===== src/rtl/assert_macros.svh =====
// Assertion macros used by the RTL of the quadrant corner picker
`ifndef ASSERT_MACROS_SVH
`define ASSERT_MACROS_SVH

// same-cycle implication, checked at the clock's rising edge outside reset
`define ASSERT_IMPLIES(label, clk, rst, lhs, rhs, msg) \
   label: assert property (@(posedge clk) disable iff (rst) (lhs) |-> (rhs)) \
      else $error(msg);

// next-cycle implication
`define ASSERT_NEXT(label, clk, rst, lhs, rhs, msg) \
   label: assert property (@(posedge clk) disable iff (rst) (lhs) |=> (rhs)) \
      else $error(msg);

`endif


===== src/rtl/qcp_pkg.sv =====
// Package of the quadrant corner picker: coordinate widths, codes and transaction types
package qcp_pkg;

   localparam int COORD_INT_BITS  = 12;
   localparam int COORD_FRAC_BITS = 4;
   localparam int COORD_BITS      = COORD_INT_BITS + COORD_FRAC_BITS;
   localparam int DIM_BITS        = 12;
   localparam int DIM_FIX_BITS    = DIM_BITS + COORD_FRAC_BITS;
   localparam int EXT_BITS        = (COORD_BITS > DIM_FIX_BITS) ? COORD_BITS : DIM_FIX_BITS;
   localparam int DIST_BITS       = 2 * EXT_BITS + 1;

   localparam int NUM_QUAD    = 4;
   localparam int EARLY_DEPTH = 3;
   localparam int CSR_INDEX_BITS = 4;

   localparam logic [DIM_BITS-1:0] DIM_RESET = 12'd4095;

   localparam logic [CSR_INDEX_BITS-1:0] REG_IMAGE_WIDTH  = 4'd0;
   localparam logic [CSR_INDEX_BITS-1:0] REG_IMAGE_HEIGHT = 4'd1;

   localparam logic [1:0] QUAD_TL = 2'd0;
   localparam logic [1:0] QUAD_TR = 2'd1;
   localparam logic [1:0] QUAD_BR = 2'd2;
   localparam logic [1:0] QUAD_BL = 2'd3;

   typedef struct packed {
      logic [COORD_BITS-1:0] point_x;
      logic [COORD_BITS-1:0] point_y;
      logic                  last_point;
   } point_type;

   typedef struct packed {
      logic [COORD_BITS-1:0] corner_x;
      logic [COORD_BITS-1:0] corner_y;
      logic [1:0]            corner_quadrant;
      logic                  passed_through;
      logic                  last_corner;
   } result_type;

   typedef struct packed {
      logic [COORD_BITS-1:0] x;
      logic [COORD_BITS-1:0] y;
   } coord_pair_type;

endpackage


===== src/rtl/quadrant_corner_picker.sv =====
// Quadrant corner picker: keeps the nearest point per quadrant and emits the set's corners
// Latency: a point is registered at acceptance and folded into the quadrant state in the
// following cycle; the results of a set appear the cycle after its last point is registered.
// Throughput: one point per cycle; input stalls while the last point is folded in and while
// the set's one to four results drain through the output buffer, one per cycle while rsp_stall is low.
// Reset (synchronous, active high) clears the set count, quadrant flags and all valids,
// and sets image width and height to 4095.
`include "assert_macros.svh"

module quadrant_corner_picker (
   input  logic                              clock,
   input  logic                              reset,
   input  logic                              req_valid,
   output logic                              req_stall,
   input  qcp_pkg::point_type                req_payload,
   output logic                              rsp_valid,
   input  logic                              rsp_stall,
   output qcp_pkg::result_type               rsp_payload,
   input  logic                              csr_valid,
   output logic                              csr_ready,
   input  logic [qcp_pkg::CSR_INDEX_BITS-1:0] csr_index,
   input  logic [qcp_pkg::DIM_BITS-1:0]      csr_data
);
   import qcp_pkg::*;

   logic [DIM_BITS-1:0] width_ff, height_ff;

   logic      in_valid_ff;
   point_type in_ff;

   logic [2:0]           seen_ff, seen_in;
   logic [NUM_QUAD-1:0]  filled_ff, filled_in, filled_new;
   coord_pair_type       early_ff [EARLY_DEPTH];
   coord_pair_type       best_ff  [NUM_QUAD];
   logic [DIST_BITS-1:0] dist_ff  [NUM_QUAD];

   result_type buf_ff [NUM_QUAD];
   result_type buf_in [NUM_QUAD];
   logic [2:0] count_ff, count_in;

   logic                  req_take, rsp_take, load;
   logic [EXT_BITS-1:0]   px, py, wf, hf, cx, cy, corner_x, corner_y, dx, dy;
   logic [2*EXT_BITS-1:0] dx_sq, dy_sq;
   logic                  lt_x, lt_y, take;
   logic [1:0]            quad;
   logic [DIST_BITS-1:0]  sq_dist;
   coord_pair_type        cur;
   coord_pair_type        best_new [NUM_QUAD];
   logic [2:0]            n, n_last;

   assign csr_ready = 1'b1;
   assign req_stall = (count_ff != 3'd0) || (in_valid_ff && in_ff.last_point);
   assign req_take  = req_valid && !req_stall;
   assign rsp_valid = (count_ff != 3'd0);
   assign rsp_take  = rsp_valid && !rsp_stall;
   assign rsp_payload = buf_ff[0];
   assign load      = in_valid_ff && in_ff.last_point;

   // classify and measure the registered point
   always_comb begin
      px = EXT_BITS'(in_ff.point_x);
      py = EXT_BITS'(in_ff.point_y);
      wf = EXT_BITS'({width_ff, {COORD_FRAC_BITS{1'b0}}});
      hf = EXT_BITS'({height_ff, {COORD_FRAC_BITS{1'b0}}});
      cx = EXT_BITS'({1'b0, width_ff[DIM_BITS-1:1], {COORD_FRAC_BITS{1'b0}}});
      cy = EXT_BITS'({1'b0, height_ff[DIM_BITS-1:1], {COORD_FRAC_BITS{1'b0}}});
      lt_x = px < cx;
      lt_y = py < cy;
      if (lt_x && lt_y) begin
         quad = QUAD_TL;
      end else if (!lt_x && lt_y) begin
         quad = QUAD_TR;
      end else if (!lt_x && !lt_y) begin
         quad = QUAD_BR;
      end else begin
         quad = QUAD_BL;
      end
      corner_x = lt_x ? '0 : wf;
      corner_y = lt_y ? '0 : hf;
      dx = (px >= corner_x) ? px - corner_x : corner_x - px;
      dy = (py >= corner_y) ? py - corner_y : corner_y - py;
      dx_sq = (2*EXT_BITS)'(dx) * (2*EXT_BITS)'(dx);
      dy_sq = (2*EXT_BITS)'(dy) * (2*EXT_BITS)'(dy);
      sq_dist = {1'b0, dx_sq} + {1'b0, dy_sq};
      take = !filled_ff[quad] || (sq_dist < dist_ff[quad]);
      cur.x = in_ff.point_x;
      cur.y = in_ff.point_y;
      filled_new = filled_ff | (NUM_QUAD'(1) << quad);
      for (int i = 0; i < NUM_QUAD; i++) begin
         best_new[i] = (take && (quad == 2'(i))) ? cur : best_ff[i];
      end
   end

   // next set count and quadrant flags
   always_comb begin
      seen_in   = seen_ff;
      filled_in = filled_ff;
      if (in_valid_ff) begin
         if (in_ff.last_point) begin
            seen_in   = 3'd0;
            filled_in = '0;
         end else begin
            seen_in   = (seen_ff < 3'(NUM_QUAD)) ? seen_ff + 3'd1 : seen_ff;
            filled_in = filled_new;
         end
      end
   end

   // output buffer: load a whole set, else shift out one transaction per accept
   always_comb begin
      buf_in   = buf_ff;
      count_in = count_ff;
      n        = 3'd0;
      n_last   = 3'd0;
      if (load) begin
         for (int i = 0; i < NUM_QUAD; i++) begin
            buf_in[i] = '0;
         end
         if (seen_ff < 3'(EARLY_DEPTH)) begin
            for (int i = 0; i < EARLY_DEPTH; i++) begin
               if (3'(i) < seen_ff) begin
                  buf_in[i].corner_x       = early_ff[i].x;
                  buf_in[i].corner_y       = early_ff[i].y;
                  buf_in[i].passed_through = 1'b1;
               end
            end
            buf_in[seen_ff[1:0]].corner_x       = cur.x;
            buf_in[seen_ff[1:0]].corner_y       = cur.y;
            buf_in[seen_ff[1:0]].passed_through = 1'b1;
            buf_in[seen_ff[1:0]].last_corner    = 1'b1;
            count_in = seen_ff + 3'd1;
         end else begin
            for (int i = 0; i < NUM_QUAD; i++) begin
               if (filled_new[i]) begin
                  buf_in[n[1:0]].corner_x        = best_new[i].x;
                  buf_in[n[1:0]].corner_y        = best_new[i].y;
                  buf_in[n[1:0]].corner_quadrant = 2'(i);
                  n = n + 3'd1;
               end
            end
            n_last = n - 3'd1;
            buf_in[n_last[1:0]].last_corner = 1'b1;
            count_in = n;
         end
      end else if (rsp_take) begin
         for (int i = 0; i < NUM_QUAD - 1; i++) begin
            buf_in[i] = buf_ff[i+1];
         end
         count_in = count_ff - 3'd1;
      end
   end

   always_ff @(posedge clock) begin
      if (reset) begin
         width_ff    <= DIM_RESET;
         height_ff   <= DIM_RESET;
         in_valid_ff <= 1'b0;
         seen_ff     <= 3'd0;
         filled_ff   <= '0;
         count_ff    <= 3'd0;
      end else begin
         if (csr_valid && csr_ready) begin
            case (csr_index)
               REG_IMAGE_WIDTH:  width_ff  <= csr_data;
               REG_IMAGE_HEIGHT: height_ff <= csr_data;
               default: ;
            endcase
         end
         in_valid_ff <= req_take;
         seen_ff     <= seen_in;
         filled_ff   <= filled_in;
         count_ff    <= count_in;
      end
   end

   // payload registers: no reset
   always_ff @(posedge clock) begin
      if (req_take) begin
         in_ff <= req_payload;
      end
      if (in_valid_ff) begin
         if (seen_ff < 3'(EARLY_DEPTH)) begin
            early_ff[seen_ff[1:0]] <= cur;
         end
         if (take) begin
            best_ff[quad] <= cur;
            dist_ff[quad] <= sq_dist;
         end
      end
      buf_ff <= buf_in;
   end

   `ASSERT_IMPLIES(a_no_point_while_draining, clock, reset, count_ff != 3'd0, !in_valid_ff, "point while draining")
   `ASSERT_NEXT(a_last_loads_results, clock, reset, load, count_ff != 3'd0, "last point gave no results")
   `ASSERT_IMPLIES(a_count_bound, clock, reset, 1'b1, count_ff <= 3'(NUM_QUAD), "count beyond depth")
   `ASSERT_NEXT(a_last_empties_buffer, clock, reset, rsp_take && rsp_payload.last_corner, count_ff == 3'd0, "results left")

endmodule

===== config.mk =====
export PLATFORM = sky130hd
export DESIGN_NAME = quadrant_corner_picker
export DESIGN_NICKNAME = d
export VERILOG_FILES = /design/src/rtl/qcp_pkg.sv /design/src/rtl/quadrant_corner_picker.sv
export VERILOG_INCLUDE_DIRS = /design/src /design/src/rtl
export SDC_FILE = /design/constraint.sdc
export NUM_CORES = 2
export LEC_CHECK = 0
export ABC_AREA = 1
export BUFFER_PORTS_ARGS = -buffer_cell sky130_fd_sc_hd__buf_2
export CORE_UTILIZATION = 50
export CTS_CLUSTER_DIAMETER = 120
export DETAILED_ROUTE_END_ITERATION = 10
export PLACE_DENSITY = 0.77
export SYNTH_ARGS = -nofsm -noshare
export SYNTH_HDL_FRONTEND = slang
export SYNTH_SLANG_ARGS = --single-unit

===== constraint.sdc =====
create_clock -name clock -period 16.2 [get_ports clock]
set_input_delay 3.24 -clock clock [delete_from_list [all_inputs] [get_ports clock]]
set_output_delay 3.24 -clock clock [all_outputs]
set_load 0.01 [all_outputs]

==> run summary <==
Tightest Pin Transition = 1.16 ns
ANT nets after route = 0
Non-Filler Instances = 6125
Max Slew Vio Count = 0
Top FF cell, synth = edfxtp_1
asr flop ratio synth = 0
setup TNS = 0 ns
number of global-route vias before repair = 36300
final WL = 127000 um
wire length per cell = 20.7 um
Worst Reg2Reg Path Length in Cells = 55
CTS tree = yes
critical path's slowest cell = nand2_2
Die ar. = 0.0903 mm2
Final #Nets = 5671
Max-Cap Viols = 0
hold slack final = 0.492 ns
final non-filler cell area = 0.0477 mm2
Hold-fix buffers, CTS = 0
Avg Vias per Cell = 5.78
Clock transition at path regs = 0.06 ns
DP Area = 0.0458 mm2
leading cell type in the layout, fill and taps excluded = inv_1
area share of the largest cell type after synthesis = 0.338
first-pass GRT wire length = 199000 um
dpl cells = 6020
Root Driver = clkbuf_16
Sink Count = 536
RSZ-0062 raised after global routing = no
Rows = 109
reg-to-reg startpoint = px[4]
CTS resizes = 0
Detailed Routing Iterations Pass 1 = 8
Initial Util = 0.504
IO Port Bufs = 91
r2r endpoint = buf_ff[79]
initial DRC count = 3702
Crit path required time = 16.70 ns
io pins = 93
Die Wd = 300 um
flop2flop setup slack = 1.01 ns
Post-synth EDFFs = 501
Synth Register Bits = 536
DP HPWL = 86600 um
mean post-synth cell area = 8.99 um2
Worst Path Arrival = 15.68 ns
cell count after synthesis = 4952
Hold Path Stages = 2
Core Area = 0.0884 mm2
global placer's final weighted congestion = 0.949
final hold vios = 0
period utilisation layout = 0.937
total grt overflow = 0
clk_lat worst skew = 0.67 ns
final setup fails = 0
H-tree levels = 2
area grow syn2layout = 7.19%
largest net degree at the start of global routing = 72
maximum root-to-sink buffer count = 3
DRC errors left = 0
critical path launch point = px[4]
hold path endpoint = rsp_payload[29]
Worst Path Max Fanout = 64
Hold Crit Class = reg -> reg
min cycle time layout = 15.19 ns
via count = 35400
Yosys cell types = 64
Worst Hold Launch = buf_ff[101]
Crit Path Class = reg -> reg
fmax = 65.8 MHz
Setup crit start kind = register
share of cells above drive strength 1 = 0.0736
Synth Net Count = 5709
CP max stage delay = 0.86 ns
top cells by area, synth = edfxtp_1 34%, fa_1 18%, ha_1 8.8%
slew margin rel. = 0.224
clk_skew = 0.0841 ns
initial antenna violation count = 1
die height = 300 um
Post-Syn Area = 0.0445 mm2
GRT Resource Usage Total = 0.284
Post-CTS Setup Inserts = 0
Synth area leader = edfxtp_1
element type at the critical path end = register
outcome = completed
most frequent cells in the layout = 912 x inv_1, 910 x nand2_1, 501 x edfxtp_1
Ys Warns = 0
CTS Buf Count = 57
sequential fraction of the synthesis area = 0.353
-- worst max-delay path: cells and delay by family (launching register included) --
kind                     cells  cell delay (ns)
AO/OA/AOI/OAI               10             1.76
AND/OR/NAND/NOR             22             5.58
flip-flops                   1             0.56
adder cells (fa/ha/maj)     12             5.52
XOR/XNOR                     1             0.34
buffers and inverters       10             1.24
-- registers in the layout, summed over array words and instances, names as in the netlist, 4 cells and up --
name and cells:
width_ff 12, dist_ff 132, height_ff 12, py 16, px 16, buf_ff 108, early_ff 64, best_ff 128
rsp_payload 36, filled_ff 4
-- per-stage QoR --
| stage | setup slack (ns) | util |
|---|---|---|
| floorplan | 2.08 | - |
| global placement | 1.01 | 0.518 |
| detailed placement | 0.955 | 0.518 |
| CTS | 0.869 | 0.540 |
| global route | 0.0762 | 0.540 |
| finish | 1.01 | 0.540 |
-- synth_stat cells (21+ instances only) --
| cell | instances |
|---|---|
| o22ai_1 | 32 |
| nor2_1 | 373 |
| nor3_1 | 21 |
| ha_1 | 313 |
| clkbuf_1 | 127 |
| a22oi_1 | 32 |
| o21ai_1 | 42 |
| xnor2_1 | 22 |
| xor2_1 | 57 |
| buf_2 | 47 |
| inv_1 | 914 |
| edfxtp_1 | 501 |
| nand3_2 | 30 |
| dfxtp_1 | 35 |
| nand3_1 | 453 |
| o221ai_1 | 35 |
| a21oi_1 | 174 |
| buf_4 | 46 |
| o211ai_1 | 72 |
| nand2_1 | 912 |
| fa_1 | 390 |
| o21ai_0 | 140 |
-- worst max path at each step --
stage                     cells after the start  slack [ns]              end
after floorplan                              54        2.08    best_ff[2][0]
after global placement                       58        1.01   rsp_payload[8]
after detailed placement                     56        0.96  rsp_payload[31]
after CTS                                    56        0.87  rsp_payload[26]
after global routing                         55        0.08      buf_ff[106]
final                                        55        1.01       buf_ff[79]
-- layer usage --
layer / wire [um] / global-route usage / vias up
met5: 0 / 0 / -
met4: 6860 / 0.138 / 0
met3: 14600 / 0.0600 / 528
met2: 59400 / 0.471 / 2136
met1: 45800 / 0.353 / 16800
li1: - / - / 15900
-- layout make-up --
type / instances / area (um2)
Clock inverter: 26 / 273
Tap cell: 1165 / 1460
Inverter: 947 / 3560
Fill cell: 7732 / 40600
Antenna cell: 1 / 2.50
Clock buffer: 78 / 1680
Multi-Input combinational cell: 3222 / 24100
Timing Repair Buffer: 150 / 923
Sequential cell: 536 / 15700
-- cells by family (layout without fill, tap and decap cells) --
group                      count (synthesis)  in the layout  share of synthesized area
and+or+nand+nor                         1841           1841                      0.176
buffers and inverters                   1194           1201                      0.109
adders and majority gates                703            703                      0.263
AOI/OAI and AO/OA                        591            591                     0.0804
DFF                                      536            536                      0.353
xor gates and xnor gates                  84             84                     0.0174
muxes                                      2              2                   0.000449
other                                      1              2                  0.0000842
Power is not shown: default switching activity piles up to over one toggle a cycle in this logic, so the estimate is an artifact.
